==> config.mk <==
export PLATFORM = sky130hd
export DESIGN_NAME = tlv_stream_deframer_top
export DESIGN_NICKNAME = d
export VERILOG_FILES = /design/src/sv/tlvsd_pkg.sv /design/src/sv/tlv_stream_deframer_top.sv
export SDC_FILE = /design/constraint.sdc
export NUM_CORES = 1
export LEC_CHECK = 0
export BUFFER_PORTS_ARGS = -buffer_cell sky130_fd_sc_hd__buf_4
export CORE_MARGIN = 3
export CORE_UTILIZATION = 56
export DETAILED_ROUTE_END_ITERATION = 16
export PLACE_DENSITY = 0.76
export SYNTH_ARGS = -nofsm -noshare
export SYNTH_HDL_FRONTEND = slang
export SYNTH_SLANG_ARGS = --single-unit
export TNS_END_PERCENT = 1
==> constraint.sdc <==
create_clock -name clk_i -period 14.7 [get_ports clk_i]
set_input_delay 0.735 -clock clk_i [delete_from_list [all_inputs] [get_ports clk_i]]
set_output_delay 0.735 -clock clk_i [all_outputs]
set_load 0.005 [all_outputs]
==> src/sv/tlvsd_pkg.sv <==
// Shared types and constants for the TLV stream deframer.
`timescale 1ns / 1ps

package tlvsd_pkg;

  localparam int unsigned HEADER_BYTES = 8;
  localparam int unsigned HALF_BYTES   = HEADER_BYTES / 2;
  localparam int unsigned HDR_CNT_W    = $clog2(HEADER_BYTES);

  localparam int unsigned MAX_LEN_W    = 31;
  localparam logic [MAX_LEN_W-1:0] MAX_LEN_RESET = 31'd65535;

  localparam logic STATUS_OK      = 1'b0;
  localparam logic STATUS_LEN_ERR = 1'b1;

  typedef struct packed {
    logic [7:0]  payload_byte;
    logic [31:0] message_type;
    logic        byte_valid;
    logic        last_of_message;
    logic        status;
  } res_t;

endpackage

==> src/sv/tlv_stream_deframer_top.sv <==
// Top level of the TLV stream deframer: header parse, payload tagging, output skid.
`timescale 1ns / 1ps

// Channel   Valid/Ready              Payload
// -------   ----------------------   ----------------------------------------------
// input     in_valid_i/in_ready_o    stream_byte_i
// output    out_valid_o/out_ready_i  payload_byte_o, message_type_o, byte_valid_o,
//                                    last_of_message_o, status_o
// config    cfg_we_i (no wait)       cfg_wdata_i (max payload length)
//
// One byte per clock while in_ready_o is high; results are registered after the
// parse logic, in the output register or, while it is held, in the skid entry.
// Reset clears the parser to header hunting and the max length to 65535.
// An output register plus one skid entry decouple the sides: input stalls
// only when both hold a waiting result.

module tlv_stream_deframer_top
  import tlvsd_pkg::*;
(
  input  logic                 clk_i,
  input  logic                 rst_ni,
  input  logic                 in_valid_i,
  output logic                 in_ready_o,
  input  logic [7:0]           stream_byte_i,
  input  logic                 cfg_we_i,
  input  logic [MAX_LEN_W-1:0] cfg_wdata_i,
  output logic                 out_valid_o,
  input  logic                 out_ready_i,
  output logic [7:0]           payload_byte_o,
  output logic [31:0]          message_type_o,
  output logic                 byte_valid_o,
  output logic                 last_of_message_o,
  output logic                 status_o
);

  logic [MAX_LEN_W-1:0] max_len_q;
  logic [HDR_CNT_W-1:0] hdr_cnt_q, hdr_cnt_d;
  logic [31:0]          len_q, len_d;
  logic [31:0]          type_q, type_d;
  logic [31:0]          rem_q, rem_d;
  logic                 in_pay_q, in_pay_d;

  res_t                 out_q, skid_q, res;
  logic                 out_vld_q, skid_vld_q;
  logic                 res_vld;
  logic                 in_acc, out_acc;
  logic [31:0]          type_full;
  logic                 pay_last;

  assign in_ready_o = !skid_vld_q;
  assign in_acc     = in_valid_i && in_ready_o;
  assign out_acc    = out_vld_q && out_ready_i;

  assign type_full = {stream_byte_i, type_q[31:8]};
  assign pay_last  = (rem_q <= 32'd1);

  always_comb begin
    hdr_cnt_d = hdr_cnt_q;
    len_d     = len_q;
    type_d    = type_q;
    rem_d     = rem_q;
    in_pay_d  = in_pay_q;
    res_vld   = 1'b0;
    res       = '0;
    res.message_type = type_q;
    res.status       = STATUS_OK;
    if (in_pay_q) begin
      res_vld              = 1'b1;
      res.payload_byte     = stream_byte_i;
      res.byte_valid       = 1'b1;
      res.last_of_message  = pay_last;
      if (pay_last) begin
        rem_d     = '0;
        in_pay_d  = 1'b0;
        hdr_cnt_d = '0;
      end else begin
        rem_d = rem_q - 32'd1;
      end
    end else begin
      // little-endian: shift each byte in from the top
      if (hdr_cnt_q < HDR_CNT_W'(HALF_BYTES)) begin
        len_d = {stream_byte_i, len_q[31:8]};
      end else begin
        type_d = type_full;
      end
      if (hdr_cnt_q == HDR_CNT_W'(HEADER_BYTES - 1)) begin
        hdr_cnt_d            = '0;
        res.message_type     = type_full;
        res.last_of_message  = 1'b1;
        if (len_q > {1'b0, max_len_q}) begin
          res_vld    = 1'b1;
          res.status = STATUS_LEN_ERR;
        end else if (len_q == 32'd0) begin
          res_vld = 1'b1;
        end else begin
          rem_d    = len_q;
          in_pay_d = 1'b1;
        end
      end else begin
        hdr_cnt_d = hdr_cnt_q + HDR_CNT_W'(1);
      end
    end
  end

  always_ff @(posedge clk_i or negedge rst_ni) begin
    if (!rst_ni) begin
      max_len_q <= MAX_LEN_RESET;
      hdr_cnt_q <= '0;
      len_q     <= '0;
      type_q    <= '0;
      rem_q     <= '0;
      in_pay_q  <= 1'b0;
    end else begin
      if (cfg_we_i) begin
        max_len_q <= cfg_wdata_i;
      end
      if (in_acc) begin
        hdr_cnt_q <= hdr_cnt_d;
        len_q     <= len_d;
        type_q    <= type_d;
        rem_q     <= rem_d;
        in_pay_q  <= in_pay_d;
      end
    end
  end

  // output register with one skid entry behind it
  always_ff @(posedge clk_i or negedge rst_ni) begin
    if (!rst_ni) begin
      out_vld_q  <= 1'b0;
      skid_vld_q <= 1'b0;
    end else begin
      if (!out_vld_q || out_acc) begin
        if (skid_vld_q) begin
          out_vld_q  <= 1'b1;
          skid_vld_q <= in_acc && res_vld;
        end else begin
          out_vld_q <= in_acc && res_vld;
        end
      end else if (in_acc && res_vld) begin
        skid_vld_q <= 1'b1;
      end
    end
  end

  always_ff @(posedge clk_i) begin
    if (!out_vld_q || out_acc) begin
      if (skid_vld_q) begin
        out_q <= skid_q;
        if (in_acc && res_vld) begin
          skid_q <= res;
        end
      end else if (in_acc && res_vld) begin
        out_q <= res;
      end
    end else if (in_acc && res_vld) begin
      skid_q <= res;
    end
  end

  assign out_valid_o       = out_vld_q;
  assign payload_byte_o    = out_q.payload_byte;
  assign message_type_o    = out_q.message_type;
  assign byte_valid_o      = out_q.byte_valid;
  assign last_of_message_o = out_q.last_of_message;
  assign status_o          = out_q.status;

endmodule
### Word level (Yosys, flattened, before mapping)

Index checks and enable logic that the tools add are counted.

| operators by class | value |
|---|---|
| reduce and logical (&&, ||, !) cells | 15 |
| bitwise logic cells | 2 |
| equal/unequal tests | 5 |
| magnitude comparators | 3 |
| $add $sub $neg | 2 |
| mux-type cells | 34 |

Operator list:

| kind | count |
|---|---|
| 32-bit two-way mux | 7 |
| 43-bit two-way mux | 5 |
| 32-bit by 31-bit > comparator with 1-bit output | 1 |
| 32-bit by 1-bit <= comparator with 1-bit output (second input constant) | 1 |
| 32-bit logical NOT | 1 |
| 32-bit by 1-bit subtractor with 32-bit output (second input constant) | 1 |
| 1-bit two-way mux | 17 |
| 3-bit two-way mux | 3 |
| 8-bit two-way mux | 1 |
| 2-bit != test (second input constant) | 3 |
| 3-bit AND reduction | 2 |
| 2-bit nonzero test | 3 |
| 2-bit AND reduction | 2 |
| 4-bit AND reduction | 1 |
| 3-bit by 1-bit adder with 3-bit output (second input constant) | 1 |
| 3-bit equality test (second input constant) | 1 |
| 1-bit logical AND | 3 |
| 3-bit less-than comparator (second input constant) | 1 |
| 1-bit logical NOT | 2 |
| 2-bit two-way mux | 1 |
| 2-bit by 1-bit != test with 1-bit output (second input constant) | 1 |
| 1-bit inverter | 2 |
| 1-bit logical OR | 1 |

| word-level totals | value |
|---|---|
| bits of input ports | 44 |
| output and inout port bits | 45 |
| logic and storage cells | 79 |
| bits in registers | 219 |

### Depth between registers and ports, before layout

| logic depth | value |
|---|---|
| word-level depth | 9 |
| mapped depth | 12 |
| mapped depth without buffers | 10 |

### Worst setup path after synthesis

Ideal clock, no wire load.

| timing | value |
|---|---|
| kind | reg-to-reg |
| start | register max_len_q[14] (netlist name) |
| end | register skid_q[0] in the netlist's numbering, enable pin |
| required time | 14192 ps |
| library setup time | 508 ps |
| arrival | 5095 ps |
| stages on the path, launching flop included | 10 |
| slack | 9096 ps |
| period minus slack after synthesis | 5604 ps |
| path buffers | 0 |
| cells stage by stage | dfstp_2 -> inv_1 -> ha_1 -> nand4_1 -> a2111oi_0 -> o311a_1 -> o21ai_2 -> nand2_1 -> nand2_1 -> a211oi_1 |

RTL lines:

| what | RTL line | text |
|---|---|---|
| end signal: assignment | tlv_stream_deframer_top.sv:151 | `skid_q <= res;` |
| end signal: assignment | tlv_stream_deframer_top.sv:157 | `skid_q <= res;` |
| end: declaration | tlv_stream_deframer_top.sv:43 | `res_t out_q, skid_q, res;` |

==> results by group <==
Drt
  • Violation count after the first detailed-route iteration: 530
  • Residual DRC: 0
  • Per-cell via count in the routed design: 5.93
  • Vias post-DR: 6,855
  • WL per Instance: 18.9 um
  • Antenna viol nets, final: 0
  • DR pass1 iterations: 5
  • Total Wirelength: 21,900 um

Cells and area
  • Final standard cell count with taps included and fillers excluded: 1,156
  • Most used cells in the layout excluding fill and tap cells: 137 x mux2_2, 117 x dfrtp_1, 97 x buf_4
  • Number of nets in the finished design: 993
  • Share of post-route cells with drive strength above 1: 31.6%
  • Area growth from synthesis to layout: 15.8%
  • Most frequent standard cell in the layout excluding fill and tap cells: mux2_2
  • Number of diodes added for antenna fixing: 0

STA
  • Sum of negative setup slack: 0 ps
  • Max-slew headroom at the worst pin: 27.8%
  • Measured slew at the worst slew-check pin: 1080 ps
  • Crit path time final: 3990 ps
  • Fin crit share: 27.1%
  • Fmax: 0.251 GHz
  • Count of endpoints failing setup in the final report: 0
  • Number of slew-limit violations in the final report: 0
  • Maximum clock skew at final layout: 9.26 ps
  • Unrepaired setup endpoints after global routing: no
  • Final Hold Vio Count: 0

Global route
  • Total routing usage reported by global routing: 22.3%
  • Via count of the first global-routing pass: 6,752
  • Global route total overflow: 0
  • Wire length of the first global-routing pass: 35,900 um
  • Largest net degree at the start of global routing: 77
  • Antenna violations before repair: 0

Placed design
  • Placer congestion estimate: 0.846
  • Post-DP HPWL: 14,500 um
  • Number of cells after detailed placement: 1,114
  • I/O Buffers: 88

Logic synthesis
  • Average instance area after synthesis: 12.2 um2
  • Yosys cell types: 49
  • Yosys reg bits: 219
  • Netlist area before placement: 10,200 um2
  • Async set or reset register ratio after synthesis: 60.7%
  • Nets in the synthesized netlist: 912
  • Gate count of the mapped netlist: 833
  • Number of enable flip-flop cells after synthesis: 86
  • Synth warnings: 0
  • Most instantiated flip-flop cell in the synthesis netlist: dfrtp_1
  • Proportion of synthesized chip area in sequential cells: 58.4%

Floorplanning
  • Placeable core region: 17,500 um2
  • Die height: 141 um
  • I/O pins: 89
  • Die W: 141 um
  • Floorplan die area: 19,800 um2
  • Starting utilization of the core area: 57.9%
  • Site Rows: 48

Critical path
  • Kind of end point of the critical path: register
  • Worst r2r path cells: 10
  • Highest net fanout along the worst path: 23
  • Setup CP Type: register to register
  • Worst endpoint data arrival time: 4160 ps
  • Type of origin of the critical path: register
  • Required time at the worst-slack endpoint: 14,870 ps

Pwr
  • Cell Pwr Density: 200 nW/um2
  • Leak pwr: 4.86 nW
  • IR Drop Worst-Case VDD: 0.113 mV

Run
  • Number of max-capacitance violations reported: 0

Clocking
  • Clock tree from TritonCTS: yes
  • Clock network latency to the later pin of the worst-skew pair: 510 ps
  • Resized cells post-CTS: 0
  • Number of CTS-inserted buffers: 23
  • CTS Root Cell: clkbuf_16
  • Worst-case clock buffer depth: 3
  • Number of buffers inserted to repair setup after CTS: 0
  • Clock sinks: 219
  • H-tree level count: 1
  • Clock slew at reported path FFs: 60 ps
  • Hold buffer count at CTS: 0

Status
  • Outcome: finished clean

Worst hold path
  • Worst min-delay path category: input pin to async pin
where the power goes:
| part | leakage [nW] | switching (mW) | internal, mW |
|---|---|---|---|
| clock | 0.367 | 0.230 | 0.346 |
| sequential | 2.38 | 0.181 | 0.856 |
| combinational | 2.11 | 0.378 | 0.363 |
| total | 4.86 | 0.788 | 1.56 |
flip-flops by register name, summed over array words and instances (netlist names), 3 cells and up:
register / count
len_q: 32
skid_q: 43
message_type_o: 32
payload_byte_o: 8
max_len_q: 31
hdr_cnt_q: 3
type_q: 32
rem_q: 32
logic make-up (layout without fill, tap and decap cells):
group	after synthesis	after routing	synth area share, %
simple gates	194	194	9.39
flops	219	219	58.4
buf+inv	80	178	3.25
fa+ha+maj	35	35	4.31
compound gates	167	167	9.37
mux	138	138	15.3
critical path, cell delays in order, from the launching register on:
cell	delay (ps)
dfstp_2	520
inv_1	50
ha_1	310
nand4_1	220
a2111oi_0	460
o311a_1	240
o21ai_2	160
nand2_1	100
nand2_1	160
a211oi_4	950
buf_4	460
through the flow:
step | instance area, um2 | setup slack, ps | utilization [%] | power (mW) | hold WS (ps)
after floorplan | 10200 | 9100 | - | 1.53 | 439
after global placement | 11000 | 10760 | 62.8 | 1.75 | 478
after detailed placement | 11000 | 10770 | 62.8 | 1.77 | 492
after CTS | 11800 | 10730 | 67.1 | 2.36 | 426
after global routing | 11800 | 10470 | 67.1 | 2.50 | 445
final | 11800 | 10710 | 67.1 | 2.35 | 411
per-layer routing:
| metal | up-vias | part of all wire [%] | global-route usage (%) |
|---|---|---|---|
| met1 | 3422 | 47 | 32.8 |
| met4 | 0 | 1.6 | 4.23 |
| met2 | 180 | 47 | 35.7 |
| met5 | - | 0 | 0 |
| met3 | 34 | 4.8 | 3.53 |
| li1 | 3219 | - | - |
cell type report:
class / instances / area [um2]
clock buffer: 36 / 664
clock inverter: 6 / 83.8
fill: 1250 / 5770
inverter: 39 / 146
multi-input combinational: 534 / 3930
sequential: 219 / 5930
tap: 225 / 282
timing repair buffer: 97 / 728
worst paths after layout:
kind | start | to | slack [ps]
worst max-delay path | max_len_q[14] | skid_q[0] | 10710
worst min-delay path | rst_ni | len_q[5] | 410
worst max register to register | max_len_q[14] | skid_q[0] | 10710
worst min register to register | hdr_cnt_q[1] | hdr_cnt_q[1] | 500
max in group asynchronous | rst_ni | rem_q[24] | 12960
min in group clk_i | cfg_wdata_i[20] | max_len_q[20] | 440
synth_stat cells (all sizes together), types with 4 or more instances:
| master | instances | area share [%] |
|---|---|---|
| nand4 | 15 | 0.92 |
| o21ai | 90 | 4.5 |
| nor2 | 47 | 1.7 |
| edfxtp | 86 | 25 |
| buf | 9 | 0.63 |
| clkbuf | 32 | 1.2 |
| ha | 35 | 4.3 |
| nand2b | 5 | 0.31 |
| inv | 38 | 1.4 |
| dfrtp | 117 | 29 |
| a21oi | 39 | 1.9 |
| mux2 | 137 | 15 |
| nand2 | 60 | 2.3 |
| or3 | 4 | 0.25 |
| nand3 | 7 | 0.34 |
| nor3 | 18 | 0.89 |
| dfstp | 16 | 4.1 |
| a22oi | 7 | 0.52 |
| o211ai | 4 | 0.30 |
| and2 | 11 | 0.68 |
| a32oi | 8 | 0.69 |
| nor4 | 16 | 1.1 |
Note: power is estimated with default switching activity, not from simulation.
